--- src/mbd_pkg.sv ---
package mbd_pkg;

   localparam logic [15:0] SCAN_LIMIT_RESET = 16'd4096;
   localparam logic [7:0]  SYNC_BYTE        = 8'hFF;
   localparam logic [7:0]  SYNC_MASK        = 8'hE0;
   localparam logic [1:0]  LAYER_III        = 2'b01;
   localparam logic [1:0]  VER_MPEG1        = 2'b11;
   localparam logic [1:0]  MODE_MONO        = 2'b11;
   localparam logic [23:0] TAG_ID3          = 24'h494433;
   localparam logic [31:0] MARK_XING        = 32'h58696E67;
   localparam logic [31:0] MARK_INFO        = 32'h496E666F;
   localparam logic [30:0] AVG_MAX          = 31'h7FFFFFFF;

   localparam logic [1:0] KIND_NONE  = 2'd0;
   localparam logic [1:0] KIND_FRAME = 2'd1;
   localparam logic [1:0] KIND_AVG   = 2'd2;

   typedef struct packed {
      logic [7:0] data_byte;
      logic       end_of_file;
   } req_type;

   typedef struct packed {
      logic [30:0] bitrate;
      logic [1:0]  rate_kind;
   } rsp_type;

   typedef enum logic [1:0] {
      SRC_ZERO,
      SRC_FRAME,
      SRC_FRAME_OPT,
      SRC_AVG
   } src_type;

   typedef struct packed {
      logic    step;
      logic    clear;
      logic    probe_load;
      logic    load_tag;
      logic    load_header;
      logic    fc_dec;
      logic    fc_inc;
      logic    fc_clear;
      logic    shift_frames;
      logic    shift_bytes;
      logic    div_start;
      logic    emit;
      src_type src;
   } cmd_type;

   typedef struct packed {
      logic pos_is_2;
      logic pos_is_9;
      logic id3_tag;
      logic id3_probe;
      logic scan_test;
      logic scan_exhausted;
      logic hdr_valid;
      logic fc_one;
      logic fc_three;
      logic marker_match;
      logic flags_ok;
      logic totals_nonzero;
      logic eof;
      logic div_done;
   } st_type;

   typedef struct packed {
      logic        valid;
      logic [18:0] bitrate;
      logic [15:0] hz;
      logic        mpeg1;
      logic [5:0]  side_m1;
   } hdr_type;

   function automatic logic [18:0] rate_mpeg1(input logic [3:0] idx);
      logic [18:0] r;
      unique case (idx)
         4'd1:    r = 19'd32000;
         4'd2:    r = 19'd40000;
         4'd3:    r = 19'd48000;
         4'd4:    r = 19'd56000;
         4'd5:    r = 19'd64000;
         4'd6:    r = 19'd80000;
         4'd7:    r = 19'd96000;
         4'd8:    r = 19'd112000;
         4'd9:    r = 19'd128000;
         4'd10:   r = 19'd160000;
         4'd11:   r = 19'd192000;
         4'd12:   r = 19'd224000;
         4'd13:   r = 19'd256000;
         4'd14:   r = 19'd320000;
         default: r = 19'd0;
      endcase
      return r;
   endfunction

   function automatic logic [18:0] rate_mpeg2(input logic [3:0] idx);
      logic [18:0] r;
      unique case (idx)
         4'd1:    r = 19'd8000;
         4'd2:    r = 19'd16000;
         4'd3:    r = 19'd24000;
         4'd4:    r = 19'd32000;
         4'd5:    r = 19'd40000;
         4'd6:    r = 19'd48000;
         4'd7:    r = 19'd56000;
         4'd8:    r = 19'd64000;
         4'd9:    r = 19'd80000;
         4'd10:   r = 19'd96000;
         4'd11:   r = 19'd112000;
         4'd12:   r = 19'd128000;
         4'd13:   r = 19'd144000;
         4'd14:   r = 19'd160000;
         default: r = 19'd0;
      endcase
      return r;
   endfunction

   function automatic logic [15:0] sample_hz(input logic [1:0] ver, input logic [1:0] sri);
      logic [15:0] r;
      unique case ({ver, sri})
         4'b0000: r = 16'd11025;
         4'b0001: r = 16'd12000;
         4'b0010: r = 16'd8000;
         4'b1000: r = 16'd22050;
         4'b1001: r = 16'd24000;
         4'b1010: r = 16'd16000;
         4'b1100: r = 16'd44100;
         4'b1101: r = 16'd48000;
         4'b1110: r = 16'd32000;
         default: r = 16'd0;
      endcase
      return r;
   endfunction

   function automatic hdr_type check_header(input logic [31:0] w);
      hdr_type h;
      logic [1:0] ver;
      logic [3:0] bri;
      logic       mono;
      ver       = w[20:19];
      bri       = w[15:12];
      mono      = (w[7:6] == MODE_MONO);
      h.hz      = sample_hz(ver, w[11:10]);
      h.mpeg1   = (ver == VER_MPEG1);
      h.bitrate = h.mpeg1 ? rate_mpeg1(bri) : rate_mpeg2(bri);
      h.valid   = (w[31:24] == SYNC_BYTE) && ((w[23:16] & SYNC_MASK) == SYNC_MASK)
                  && (w[18:17] == LAYER_III) && (bri != 4'd0) && (bri != 4'd15)
                  && (h.hz != 16'd0);
      if (h.mpeg1) begin
         h.side_m1 = mono ? 6'd16 : 6'd31;
      end else begin
         h.side_m1 = mono ? 6'd8 : 6'd16;
      end
      return h;
   endfunction

endpackage

--- src/mbd_div.sv ---
module mbd_div
   import mbd_pkg::*;
(
   input  logic        clock,
   input  logic        reset,
   input  logic        start,
   input  logic [31:0] bytes_total,
   input  logic [15:0] hz,
   input  logic [31:0] frames,
   input  logic        mpeg1,
   output logic        done,
   output logic [30:0] quot
);

   typedef enum logic [1:0] {
      DIV_IDLE,
      DIV_MUL,
      DIV_RUN
   } div_state_type;

   localparam int unsigned QBITS = 48;

   div_state_type state_ff;
   logic [5:0]  cnt_ff;
   logic        done_ff;
   logic [31:0] a_ff;
   logic [15:0] hz_ff;
   logic [31:0] frames_ff;
   logic        mpeg1_ff;
   logic [47:0] num_ff;
   logic [39:0] den_ff;
   logic [39:0] rem_ff;
   logic [30:0] quot_ff;

   logic [47:0] prod;
   logic [35:0] f9;
   logic [39:0] den_in;
   logic [40:0] rem_sh;
   logic [40:0] diff;
   logic        ge;
   logic [39:0] rem_in;
   logic [47:0] num_in;

   // bytes*8*hz / (frames*9*2^k): the factor 8 cancels into the shift
   assign prod   = a_ff * hz_ff;
   assign f9     = {1'b0, frames_ff, 3'b000} + {4'b0000, frames_ff};
   assign den_in = mpeg1_ff ? {f9, 4'b0000} : {1'b0, f9, 3'b000};
   assign rem_sh = {rem_ff, num_ff[47]};
   assign diff   = rem_sh - {1'b0, den_ff};
   assign ge     = (rem_sh >= {1'b0, den_ff});
   assign rem_in = ge ? diff[39:0] : rem_sh[39:0];
   assign num_in = {num_ff[46:0], ge};

   always_ff @(posedge clock) begin
      if (reset) begin
         state_ff <= DIV_IDLE;
         cnt_ff   <= 6'd0;
         done_ff  <= 1'b0;
      end else begin
         done_ff <= 1'b0;
         unique case (state_ff)
            DIV_IDLE: begin
               if (start) begin
                  a_ff      <= bytes_total;
                  hz_ff     <= hz;
                  frames_ff <= frames;
                  mpeg1_ff  <= mpeg1;
                  state_ff  <= DIV_MUL;
               end
            end
            DIV_MUL: begin
               num_ff   <= prod;
               den_ff   <= den_in;
               rem_ff   <= 40'd0;
               cnt_ff   <= 6'd0;
               state_ff <= DIV_RUN;
            end
            DIV_RUN: begin
               num_ff <= num_in;
               rem_ff <= rem_in;
               cnt_ff <= cnt_ff + 6'd1;
               if (cnt_ff == 6'(QBITS - 1)) begin
                  quot_ff  <= (|num_in[47:31]) ? AVG_MAX : num_in[30:0];
                  done_ff  <= 1'b1;
                  state_ff <= DIV_IDLE;
               end
            end
            default: state_ff <= DIV_IDLE;
         endcase
      end
   end

   assign done = done_ff;
   assign quot = quot_ff;

endmodule

--- src/mbd_datapath.sv ---
module mbd_datapath
   import mbd_pkg::*;
(
   input  logic        clock,
   input  logic        reset,
   input  req_type     req_data,
   input  logic        csr_wr_en,
   input  logic [15:0] csr_wr_data,
   input  cmd_type     cmd,
   output st_type      st,
   output rsp_type     rsp_data
);

   logic [15:0] limit_ff;
   logic [31:0] pos_ff, pos_in;
   logic [31:0] win_ff, win_in;
   logic [29:0] ss_ff, ss_in;
   logic [18:0] ffb_ff, ffb_in, ffb_upd;
   logic [15:0] hz_ff, hz_in;
   logic        mpeg1_ff, mpeg1_in;
   logic [5:0]  fc_ff, fc_in;
   logic [31:0] frames_ff, frames_in;
   logic [23:0] bytes_ff, bytes_in;
   rsp_type     rsp_ff, rsp_in;

   logic [7:0]  b;
   logic [31:0] win_next;
   logic [31:0] bytes_next;
   logic [31:0] p;
   logic [32:0] scan_end;
   logic [29:0] tag_size;
   logic        div_done;
   logic [30:0] div_quot;
   hdr_type     hdr;

   assign b          = req_data.data_byte;
   assign win_next   = {win_ff[23:0], b};
   assign bytes_next = {bytes_ff, b};
   assign p          = pos_ff - 32'd4;
   assign scan_end   = {3'b000, ss_ff} + {17'd0, limit_ff};
   assign hdr        = check_header(win_ff);
   // raw shift-or of tag bytes 6..9, high bits not masked
   assign tag_size   = {1'b0, win_next[31:24], 21'd0} | {8'd0, win_next[23:16], 14'd0}
                     | {15'd0, win_next[15:8], 7'd0} | {22'd0, win_next[7:0]};

   always_comb begin
      st.pos_is_2       = (pos_ff == 32'd2);
      st.pos_is_9       = (pos_ff == 32'd9);
      st.id3_tag        = (win_next[23:0] == TAG_ID3);
      st.id3_probe      = ((pos_ff == 32'd7) || (pos_ff == 32'd8)) && (ffb_ff == 19'd0)
                          && ((pos_ff[15:0] - 16'd4) < limit_ff);
      st.scan_test      = (pos_ff >= 32'd4) && (pos_ff != '1) && (p >= {2'b00, ss_ff});
      st.scan_exhausted = ({1'b0, p} >= scan_end);
      st.hdr_valid      = hdr.valid;
      st.fc_one         = (fc_ff == 6'd1);
      st.fc_three       = (fc_ff == 6'd3);
      st.marker_match   = (win_next == MARK_XING) || (win_next == MARK_INFO);
      st.flags_ok       = (b[1:0] == 2'b11);
      st.totals_nonzero = (frames_ff != 32'd0) && (bytes_next != 32'd0);
      st.eof            = req_data.end_of_file;
      st.div_done       = div_done;
   end

   mbd_div u_div (
      .clock       (clock),
      .reset       (reset),
      .start       (cmd.div_start),
      .bytes_total (bytes_next),
      .hz          (hz_ff),
      .frames      (frames_ff),
      .mpeg1       (mpeg1_ff),
      .done        (div_done),
      .quot        (div_quot)
   );

   always_comb begin
      if (cmd.load_header) begin
         ffb_upd = hdr.bitrate;
      end else if (cmd.probe_load) begin
         ffb_upd = hdr.valid ? hdr.bitrate : 19'd0;
      end else if (cmd.load_tag) begin
         ffb_upd = 19'd0;
      end else begin
         ffb_upd = ffb_ff;
      end

      pos_in    = pos_ff;
      win_in    = win_ff;
      ss_in     = ss_ff;
      hz_in     = hz_ff;
      mpeg1_in  = mpeg1_ff;
      fc_in     = fc_ff;
      frames_in = frames_ff;
      bytes_in  = bytes_ff;
      ffb_in    = ffb_upd;

      if (cmd.step) begin
         if (pos_ff != '1) begin
            pos_in = pos_ff + 32'd1;
         end
         win_in = win_next;
      end
      if (cmd.load_tag) begin
         ss_in = tag_size + 30'd10;
      end
      if (cmd.load_header) begin
         hz_in    = hdr.hz;
         mpeg1_in = hdr.mpeg1;
         fc_in    = hdr.side_m1;
      end else if (cmd.fc_clear) begin
         fc_in = 6'd0;
      end else if (cmd.fc_dec) begin
         fc_in = fc_ff - 6'd1;
      end else if (cmd.fc_inc) begin
         fc_in = fc_ff + 6'd1;
      end
      if (cmd.shift_frames) begin
         frames_in = {frames_ff[23:0], b};
      end
      if (cmd.shift_bytes) begin
         bytes_in = bytes_next[23:0];
      end
      if (cmd.clear) begin
         pos_in    = 32'd0;
         win_in    = 32'd0;
         ss_in     = 30'd0;
         ffb_in    = 19'd0;
         hz_in     = 16'd0;
         mpeg1_in  = 1'b0;
         fc_in     = 6'd0;
         frames_in = 32'd0;
         bytes_in  = 24'd0;
      end

      rsp_in = rsp_ff;
      if (cmd.emit) begin
         case (cmd.src)
            SRC_FRAME: begin
               rsp_in.bitrate   = {12'd0, ffb_upd};
               rsp_in.rate_kind = KIND_FRAME;
            end
            SRC_FRAME_OPT: begin
               rsp_in.bitrate   = {12'd0, ffb_upd};
               rsp_in.rate_kind = (ffb_upd != 19'd0) ? KIND_FRAME : KIND_NONE;
            end
            SRC_AVG: begin
               rsp_in.bitrate   = div_quot;
               rsp_in.rate_kind = KIND_AVG;
            end
            default: begin
               rsp_in.bitrate   = 31'd0;
               rsp_in.rate_kind = KIND_NONE;
            end
         endcase
      end
   end

   always_ff @(posedge clock) begin
      if (reset) begin
         limit_ff  <= SCAN_LIMIT_RESET;
         pos_ff    <= 32'd0;
         win_ff    <= 32'd0;
         ss_ff     <= 30'd0;
         ffb_ff    <= 19'd0;
         hz_ff     <= 16'd0;
         mpeg1_ff  <= 1'b0;
         fc_ff     <= 6'd0;
         frames_ff <= 32'd0;
         bytes_ff  <= 24'd0;
      end else begin
         if (csr_wr_en) begin
            limit_ff <= csr_wr_data;
         end
         pos_ff    <= pos_in;
         win_ff    <= win_in;
         ss_ff     <= ss_in;
         ffb_ff    <= ffb_in;
         hz_ff     <= hz_in;
         mpeg1_ff  <= mpeg1_in;
         fc_ff     <= fc_in;
         frames_ff <= frames_in;
         bytes_ff  <= bytes_in;
      end
   end

   always_ff @(posedge clock) begin
      rsp_ff <= rsp_in;
   end

   assign rsp_data = rsp_ff;

endmodule

--- src/mbd_ctrl.sv ---
module mbd_ctrl
   import mbd_pkg::*;
(
   input  logic    clock,
   input  logic    reset,
   input  logic    req_valid,
   output logic    req_ready,
   output logic    rsp_valid,
   input  logic    rsp_ready,
   input  st_type  st,
   output cmd_type cmd
);

   typedef enum logic [3:0] {
      PH_LEAD,
      PH_ID3,
      PH_SCAN,
      PH_SKIP,
      PH_MARK,
      PH_FLAGS,
      PH_FRAMES,
      PH_BYTES,
      PH_DIV,
      PH_DONE
   } phase_type;

   phase_type state_ff, state_in, ph;
   logic      rsp_valid_ff, rsp_valid_in;
   logic      div_eof_ff, div_eof_in;
   logic      accept;
   logic      sent;
   logic      go_div;

   assign req_ready = (state_ff != PH_DIV)
                      && (!rsp_valid_ff || rsp_ready || (state_ff == PH_DONE));
   assign accept    = req_valid && req_ready;

   always_comb begin
      cmd        = '0;
      cmd.src    = SRC_ZERO;
      state_in   = state_ff;
      div_eof_in = div_eof_ff;
      ph         = state_ff;
      sent       = 1'b0;
      go_div     = 1'b0;

      if (state_ff == PH_DIV) begin
         if (st.div_done) begin
            cmd.emit = 1'b1;
            cmd.src  = SRC_AVG;
            state_in = div_eof_ff ? PH_LEAD : PH_DONE;
         end
      end else if (accept) begin
         cmd.step = 1'b1;
         unique case (state_ff)
            PH_LEAD: begin
               if (st.pos_is_2) begin
                  ph = st.id3_tag ? PH_ID3 : PH_SCAN;
               end
            end
            PH_ID3: begin
               cmd.probe_load = st.id3_probe;
               if (st.pos_is_9) begin
                  cmd.load_tag = 1'b1;
                  ph           = PH_SCAN;
               end
            end
            PH_SCAN: begin
               if (st.scan_test) begin
                  if (st.scan_exhausted) begin
                     cmd.emit = 1'b1;
                     cmd.src  = SRC_ZERO;
                     sent     = 1'b1;
                  end else if (st.hdr_valid) begin
                     // counter loads side length less the current byte
                     cmd.load_header = 1'b1;
                     ph              = PH_SKIP;
                  end
               end
            end
            PH_SKIP: begin
               cmd.fc_dec = 1'b1;
               if (st.fc_one) begin
                  ph = PH_MARK;
               end
            end
            PH_MARK: begin
               if (st.fc_three) begin
                  cmd.fc_clear = 1'b1;
                  if (st.marker_match) begin
                     ph = PH_FLAGS;
                  end else begin
                     cmd.emit = 1'b1;
                     cmd.src  = SRC_FRAME;
                     sent     = 1'b1;
                  end
               end else begin
                  cmd.fc_inc = 1'b1;
               end
            end
            PH_FLAGS: begin
               if (st.fc_three) begin
                  cmd.fc_clear = 1'b1;
                  if (st.flags_ok) begin
                     ph = PH_FRAMES;
                  end else begin
                     cmd.emit = 1'b1;
                     cmd.src  = SRC_FRAME;
                     sent     = 1'b1;
                  end
               end else begin
                  cmd.fc_inc = 1'b1;
               end
            end
            PH_FRAMES: begin
               cmd.shift_frames = 1'b1;
               if (st.fc_three) begin
                  cmd.fc_clear = 1'b1;
                  ph           = PH_BYTES;
               end else begin
                  cmd.fc_inc = 1'b1;
               end
            end
            PH_BYTES: begin
               cmd.shift_bytes = 1'b1;
               if (st.fc_three) begin
                  cmd.fc_clear = 1'b1;
                  if (st.totals_nonzero) begin
                     cmd.div_start = 1'b1;
                     go_div        = 1'b1;
                  end else begin
                     cmd.emit = 1'b1;
                     cmd.src  = SRC_FRAME;
                     sent     = 1'b1;
                  end
               end else begin
                  cmd.fc_inc = 1'b1;
               end
            end
            PH_DONE: begin
               sent = 1'b1;
            end
            PH_DIV: begin
               sent = 1'b1;
            end
            default: begin
               sent = 1'b1;
            end
         endcase

         if (st.eof && !sent && !go_div) begin
            cmd.emit = 1'b1;
            sent     = 1'b1;
            if ((ph == PH_LEAD) || (ph == PH_SCAN)) begin
               cmd.src = SRC_ZERO;
            end else if (ph == PH_ID3) begin
               cmd.src = SRC_FRAME_OPT;
            end else begin
               cmd.src = SRC_FRAME;
            end
         end

         cmd.clear = st.eof;
         if (go_div) begin
            state_in   = PH_DIV;
            div_eof_in = st.eof;
         end else if (st.eof) begin
            state_in = PH_LEAD;
         end else if (sent) begin
            state_in = PH_DONE;
         end else begin
            state_in = ph;
         end
      end

      if (cmd.emit) begin
         rsp_valid_in = 1'b1;
      end else if (rsp_ready) begin
         rsp_valid_in = 1'b0;
      end else begin
         rsp_valid_in = rsp_valid_ff;
      end
   end

   always_ff @(posedge clock) begin
      if (reset) begin
         state_ff     <= PH_LEAD;
         rsp_valid_ff <= 1'b0;
         div_eof_ff   <= 1'b0;
      end else begin
         state_ff     <= state_in;
         rsp_valid_ff <= rsp_valid_in;
         div_eof_ff   <= div_eof_in;
      end
   end

   assign rsp_valid = rsp_valid_ff;

endmodule

--- src/mp3_frame_bitrate_detector.sv ---
// channel  | ports                         | beat
// ---------+-------------------------------+------------------------------------
// request  | req_valid req_ready req_data  | one file byte, end_of_file on last
// response | rsp_valid rsp_ready rsp_data  | one bitrate and rate kind per file
// csr      | csr_wr_en csr_wr_data         | scan_limit, written at once
//
// One byte per cycle while parsing. An untaken response holds req_ready low, except for
// the bytes after the current file's own result, which are taken and dropped.
// An average-bitrate result holds req_ready low through the 32x16 multiply, the 48
// quotient bits from the one-bit-per-cycle divider and the posting of the beat.
// Synchronous reset clears the parser and sets scan_limit to 4096.
module mp3_frame_bitrate_detector
   import mbd_pkg::*;
(
   input  logic        clock,
   input  logic        reset,
   input  logic        req_valid,
   output logic        req_ready,
   input  req_type     req_data,
   output logic        rsp_valid,
   input  logic        rsp_ready,
   output rsp_type     rsp_data,
   input  logic        csr_wr_en,
   input  logic [15:0] csr_wr_data
);

   cmd_type cmd;
   st_type  st;

   mbd_ctrl u_ctrl (
      .clock     (clock),
      .reset     (reset),
      .req_valid (req_valid),
      .req_ready (req_ready),
      .rsp_valid (rsp_valid),
      .rsp_ready (rsp_ready),
      .st        (st),
      .cmd       (cmd)
   );

   mbd_datapath u_datapath (
      .clock       (clock),
      .reset       (reset),
      .req_data    (req_data),
      .csr_wr_en   (csr_wr_en),
      .csr_wr_data (csr_wr_data),
      .cmd         (cmd),
      .st          (st),
      .rsp_data    (rsp_data)
   );

endmodule

--- config.mk ---
export PLATFORM = sky130hd
export DESIGN_NAME = mp3_frame_bitrate_detector
export DESIGN_NICKNAME = d
export VERILOG_FILES = /design/src/mbd_pkg.sv /design/src/mbd_div.sv /design/src/mbd_datapath.sv /design/src/mbd_ctrl.sv /design/src/mp3_frame_bitrate_detector.sv
export SDC_FILE = /design/constraint.sdc
export NUM_CORES = 2
export LEC_CHECK = 0
export ABC_AREA = 0
export BUFFER_PORTS_ARGS = -buffer_cell sky130_fd_sc_hd__clkbuf_2
export CAP_MARGIN = 20
export CORE_ASPECT_RATIO = 1.1
export CORE_MARGIN = 3
export CORE_UTILIZATION = 42
export DETAILED_ROUTE_END_ITERATION = 16
export MAX_ROUTING_LAYER = met4
export PLACE_DENSITY_LB_ADDON = 0.3
export SLEW_MARGIN = 20
export SYNTH_ARGS = -nofsm -noshare
export SYNTH_HDL_FRONTEND = slang
export SYNTH_SLANG_ARGS = --single-unit
--- constraint.sdc ---
create_clock -name clock -period 6.6 [get_ports clock]
set_input_delay 0.66 -clock clock [delete_from_list [all_inputs] [get_ports clock]]
set_output_delay 0.66 -clock clock [all_outputs]
set_load 0.05 [all_outputs]
==> Yosys cells after proc, flatten, opt, wreduce, memory -nomap -nowiden <==
Memory sizes are Yosys's and may differ from the RTL's. A register that Yosys moved wholly into a read port is not among the register bits.
Cells that the tools add are included.
{ "word_totals": {"ff_bits": 496, "romBits": 640, "input_bits": 30, "output_inout_bits": 35, "mem_count": 3} }
{ "op_classes": {"n_addsub": 10, "n_mul": 1, "magnitude_cmp": 5, "eq_ne": 38, "muxes": 100, "bitwise_logic": 6, "n_reduce_logical": 48} }
{ "mem_list": {"columns": ["memory", "words", "word_bits", "rd", "rd_ports_with_merged_regs", "wr", "line", "rtl"], "rows": [
  ["(name not given)", 16, 15, 1, 1, 0, "mbd_pkg.sv:122", "unique case ({ver, sri})"],
  ["(name not given)", 16, 13, 1, 1, 0, "mbd_pkg.sv:78", "unique case (idx)"],
  ["(name not given)", 16, 12, 1, 1, 0, "mbd_pkg.sv:100", "unique case (idx)"]
]} }
{ "ops": {"columns": ["cell", "n"], "rows": [
  ["$mux W4", 28],
  ["$pmux W33 S3", 1],
  ["$pmux W48 S2", 1],
  ["$mux W19", 5],
  ["$pmux W40 S2", 1],
  ["$eq A32 B31 Y1 const B", 2],
  ["$eq A32 B4 Y1 const B", 2],
  ["$reduce_bool A32 Y1", 2],
  ["$mul A32 B16 Y48", 1],
  ["$ge A41 B40 Y1", 1],
  ["$mux W40", 1],
  ["$sub A40 B40 Y40", 1],
  ["$mux W39", 1],
  ["$add A35 B32 Y36", 1],
  ["$ge A32 B33 Y1", 1],
  ["$add A32 B1 Y32 const B", 1],
  ["$eq A32 B2 Y1 const B", 1],
  ["$eq A32 B3 Y1 const B", 1],
  ["$ge A32 B3 Y1 const B", 1],
  ["$ge A32 B30 Y1", 1],
  ["$ne A32 B32 Y1 const B", 1],
  ["$sub A32 B3 Y32 const B", 1],
  ["$add A30 B16 Y31", 1],
  ["$mux W1", 31],
  ["other kinds (50)", 120]
]} }

==> Depth between registers and ports, before layout <==
{ "depth": {"depth_word": 24, "mapped_depth": 26, "mapped_depth_nobuf": 25} }

==> Modules after synthesis <==
A second synthesis with hierarchy kept.
{ "unflattened": {"hier_cells": 4928, "hier_area_um2": 45517.4} }
{ "modules_own_cells": {"columns": ["mod", "n_inst", "cells_per_inst", "area_per_inst_um2", "seq_area_each_um2"], "rows": [
  ["mbd_div", 1, 3059, 29300.6, 7297.0],
  ["mbd_datapath", 1, 1763, 15441.1, 5895.7],
  ["mbd_ctrl", 1, 106, 775.7, 120.1]
]} }

==> Worst setup path before layout <==
OpenSTA, ideal clock, no wires.
{ "synth_path": {"kind": "register -> register", "startpoint": "reg u_datapath.u_div.hz_ff[15]", "endpoint": "reg u_datapath.u_div.num_ff[46], data pin", "setup_ns": 0.260, "arrival_time_ns": 6.272, "t_required_ns": 6.340, "setup_slack_ns": 0.068, "path_stages_with_launch": 24, "path_buffers": 1, "synth_period_minus_slack_ns": 6.532, "cell_sequence": "edfxtp_1 > clkbuf_1 > nand2_1 > fa_1 > fa_1 > inv_1 > fa_1 > inv_1 > fa_1 > fa_1 > inv_1 > fa_1 > ha_1 > a21o_1 > a21oi_1 > o2111a_1 > o31ai_1 > a31o_2 > a21oi_1 > o21ai_0 > nor3_1 > a31oi_1 > xor2_1 > mux2_2"} }
{ "synth_between": {"elab_chain_cells": 2} }
{ "synth_lines": {"columns": ["item", "line", "rtl"], "rows": [
  ["start: declaration", "mbd_div.sv:27", "logic [15:0] hz_ff;"],
  ["start signal: assignment", "mbd_div.sv:65", "hz_ff <= hz;"],
  ["$mul A32 B16 Y48", "mbd_div.sv:45", "assign prod = a_ff * hz_ff;"],
  ["$pmux W48 S2", "mbd_div.sv:61", "unique case (state_ff)"],
  ["end signal: assignment", "mbd_div.sv:72", "num_ff <= prod;"],
  ["end signal: assignment", "mbd_div.sv:79", "num_ff <= num_in;"],
  ["end: declaration", "mbd_div.sv:30", "logic [47:0] num_ff;"]
]} }
No other way between the ends.
A chain may end at the register's enable or synchronous reset.

==> Final worst setup path <==
{ "layout_path": {"startpoint": "reg u_datapath.u_div.hz_ff[6]", "endpoint": "reg u_datapath.u_div.num_ff[46], data pin"} }
Same word-level chain as after synthesis.

==> impl_metrics.py <==
metrics = {
    "outcome": {
        "outcome": "completed",
    },
    "floorplan": {
        "die_width_um": 313,
        "die-area_um2": 108000,
        "start_util": 0.425,
        "fp.dieH_um": 344,
        "io_pins": 65,
        "rows": 123,
        "core_area_um2": 102000,
    },
    "timing": {
        "worst_slew_pin_slew_ns": 1.10,
        "hold_viol_final": 0,
        "max_slew_margin": 0.258,
        "clock.fmax_mhz": 155,
        "whs_ns": 0.243,
        "tns_ns": 0,
        "fin_skew_ns": 0.0378,
        "post-route-period-util": 0.980,
        "slew_viol_final": 0,
        "period_needed_ns": 6.47,
        "setup-violations-final": 0,
    },
    "yosys": {
        "synth_cell_types": 103,
        "yosys.area_share.simple": 0.174,
        "ys.flop_type": "edfxtp_1",
        "syn_area_um2": 43500,
        "synth_area_per_cell_um2": 9.27,
        "ys_ff_latch": 528,
        "syn_nets": 5459,
        "yosysSeqAreaShare": 0.304,
        "synthArstFlopShare": 0,
        "synthMuxAreaShare": 0.0215,
        "synth_top_family_by_area": "adder cells",
        "synth-adder-area-share": 0.277,
        "yosys_warnings": 0,
        "synth_compound_area_frac": 0.112,
        "synth_edf_count": 268,
        "synth_xor_area_frac": 0.0430,
        "syn-instance-count": 4699,
    },
    "cts": {
        "cts_root_buffer": "clkbuf_16",
        "htreeDepth": 2,
        "clockBufferDepth": 3,
        "clock-sinks": 528,
        "cts_buffers": 57,
        "clock_latency_ns": 0.66,
        "clk_pin_slew_ns": 0.06,
        "cts_tree": "yes",
    },
    "drt": {
        "vias_per_cell": 5.30,
        "vias": 33394,
        "ant_nets": 0,
        "drc": 0,
        "wirelength_mm": 115,
        "post_drt_wl_per_cell_um": 18.3,
        "drtIter0Drc": 2495,
        "drt-pass1-iter-count": 5,
    },
    "layout": {
        "fin_util": 0.484,
        "multi_input_area_um2": 27900,
        "syn2layout_area_growth_pct": 14.0,
        "drive_gt1_frac": 0.126,
        "fillCellCount": 9688,
        "n_antenna_cell": 0,
        "nNetsFinal": 5639,
        "final_cell_area_um2": 49600,
        "regArea_um2": 13300,
    },
    "critical_path": {
        "startpoint_type": "flip-flop",
        "critPathSlowestCell": "fa_1",
        "end_kind": "flip-flop",
        "crit_path_max_fanout": 8,
        "cp.buffers_inverters": 5,
        "crit_path_cell_trace": "buf_4, buf_12, nand2_1, fa_1, inv_1, fa_1, inv_1, fa_1, fa_1, fa_1, inv_1, fa_1, ha_4, a21o_1, a21oi_2, o2111a_1, o31ai_2, a31o_4, a21oi_4, o21ai_2, nor3_2, a31oi_1, xor2_1, mux2_2",
        "path_delay_family": "adder cells",
        "crit_path_max_incr_delay_ns": 0.55,
        "critical_path_class": "reg2reg",
        "cp_common_cell": "fa_1",
        "crit_arrival_ns": 6.85,
        "critPathRequiredTime_ns": 6.98,
    },
    "grt": {
        "overflow": 0,
        "grt_pass1_wl_mm": 183,
        "grt_pass1_vias": 32980,
        "antenna_found_initial": 1,
        "grt_use_total": 0.219,
        "grt_start_max_net_pins": 87,
    },
    "power": {
        "p_per_area_nw_per_um2": 145,
        "peakVddDrop_mv": 0.214,
        "comb_power_share": 0.049,
        "clockPowerShare": 0.466,
        "swShare": 0.238,
        "power_switching_uw": 1710,
        "leakage_uw": 0.0222,
        "power.internal_uw": 5470,
        "p_seq_frac": 0.485,
    },
    "placement": {
        "place.gp.congestion": 0.944,
        "io_buffers": 64,
        "dpl_cell_area_um2": 46800,
        "dpl.hpwl_mm": 89.5,
    },
    "flow_run": {
        "maxCapViolations": 0,
    },
    "min_path": {
        "hold_path.class": "in2reg",
    },
}
==> sequential cells by signal, indices dropped and copies added, names as in the netlist, 33 cells and up, named ones only <==
register	flops
u_datapath.u_div.rem_ff	40
u_datapath.u_div.den_ff	37
u_datapath.rsp_data	33
u_datapath.u_div.num_ff	48
==> final cells by class <==
type | instances | area share
clock buffers | 80 | 0.0340
well taps | 1375 | 0.0347
repair buffers | 344 | 0.0559
inverters | 535 | 0.0405
clock inverters | 28 | 0.00565
multi-input cells | 3413 | 0.562
flip-flops and latches | 528 | 0.267
==> worst reg2reg max path: stages, from the launching register on <==
cell and delay [ns]:
edfxtp_1 0.36, buf_4 0.15, buf_12 0.13, nand2_1 0.08
fa_1 0.53, inv_1 0.06, fa_1 0.53, inv_1 0.05
fa_1 0.46, fa_1 0.52, fa_1 0.54, inv_1 0.05
fa_1 0.55, ha_4 0.23, a21o_1 0.19, a21oi_2 0.15
o2111a_1 0.27, o31ai_2 0.10, a31o_4 0.27, a21oi_4 0.21
o21ai_2 0.08, nor3_2 0.18, a31oi_1 0.12, xor2_1 0.15
mux2_2 0.27
==> through the flow <==
step,cells,total power [uW],setup WS (ns)
after global routing,6303,7410,-0.0504
after floorplan,4699,3780,0.0682
after global placement,6172,3890,-0.318
after detailed placement,6172,3900,-0.326
final,6303,7180,0.132
after CTS,6284,7240,0.00546
==> power by group through the flow <==
stage,logic [uW],registers [uW],clock network (uW)
5_1_grt,382,3490,3540
3_3_place_gp,338,3560,0
6_report,351,3490,3340
2_1_floorplan,197,3580,0
4_1_cts,343,3490,3410
3_5_place_dp,342,3560,0
==> metal layers <==
layer | share of wire | vias up | GRT usage
li1 | - | 16034 | -
met1 | 0.45 | 16438 | 0.295
met2 | 0.47 | 774 | 0.356
met3 | 0.052 | 148 | 0.0255
met4 | 0.024 | 0 | 0.0517
met5 | 0 | - | -
==> cell usage after synthesis, types with 12 or more instances <==
cell type | count | area, um2
xnor2_1 | 125 | 1090
a21o_1 | 76 | 571
dfxtp_1 | 260 | 5200
o21bai_1 | 23 | 173
xor2_1 | 89 | 780
nor3_1 | 59 | 295
nor4_1 | 41 | 257
nor2_1 | 273 | 1020
or3_1 | 17 | 106
or4_1 | 12 | 90.1
buf_1 | 14 | 52.6
mux2_2 | 29 | 327
a31oi_1 | 13 | 81.3
a21oi_1 | 295 | 1480
clkbuf_1 | 186 | 698
nand3_1 | 75 | 375
and3_1 | 49 | 307
nand2b_1 | 56 | 350
inv_1 | 533 | 2000
nor2b_1 | 19 | 119
edfxtp_1 | 268 | 8050
ha_1 | 341 | 4270
a211oi_1 | 50 | 375
o211ai_1 | 15 | 113
o21ai_0 | 146 | 731
and2_1 | 184 | 1150
nand4_1 | 46 | 288
mux2i_1 | 61 | 611
nand2_1 | 721 | 2710
o21a_1 | 26 | 195
fa_1 | 389 | 7790
==> logic make-up after synthesis <==
group,after synthesis
simple gates,1611
xor+xnor,214
buf+inv,758
mux,90
compound gates,768
flops,528
fa+ha+maj,730
==> layout by cell type, fill, tap and decap left out, types with 56 or more instances in the layout <==
master       n
a21o_1      76
nand3_1     73
a21oi_1    278
clkbuf_2    64
xor2_1      88
fa_1       377
and2_1     184
dfxtp_1    260
nor2_1     269
nand2_1    708
nor3_1      56
xnor2_1    125
buf_4      238
o21ai_0    132
ha_1       327
clkbuf_16   64
nand2b_1    56
inv_1      524
mux2i_1     61
edfxtp_1   268
==> repair_timing <==
action | CTS | global route
endpoints found under the setup margin | 16 | 76
resized for setup | 31 | 126
pin swaps | 16 | 112
setup buffers | 4 | 17
hold buffers | 0 | 0
gates cloned | 0 | 2
==> final timing paths <==
kind | slack [ns] | endpoint | cells after the start | startpoint
max | 0.13 | u_datapath.u_div.num_ff[46]$_DFFE_PP_ | 24 | u_datapath.u_div.hz_ff[6]$_DFFE_PP_
max reg2reg | 0.13 | u_datapath.u_div.num_ff[46]$_DFFE_PP_ | 24 | u_datapath.u_div.hz_ff[6]$_DFFE_PP_
min reg2reg | 0.44 | u_datapath.u_div.hz_ff[5]$_DFFE_PP_ | 0 | u_datapath.hz_ff[5]$_SDFFE_PP0P_
min | 0.24 | u_datapath.limit_ff[2]$_SDFFE_PP0P_ | 3 | csr_wr_data[2]
Note: power is estimated with default switching activity, not from simulation.
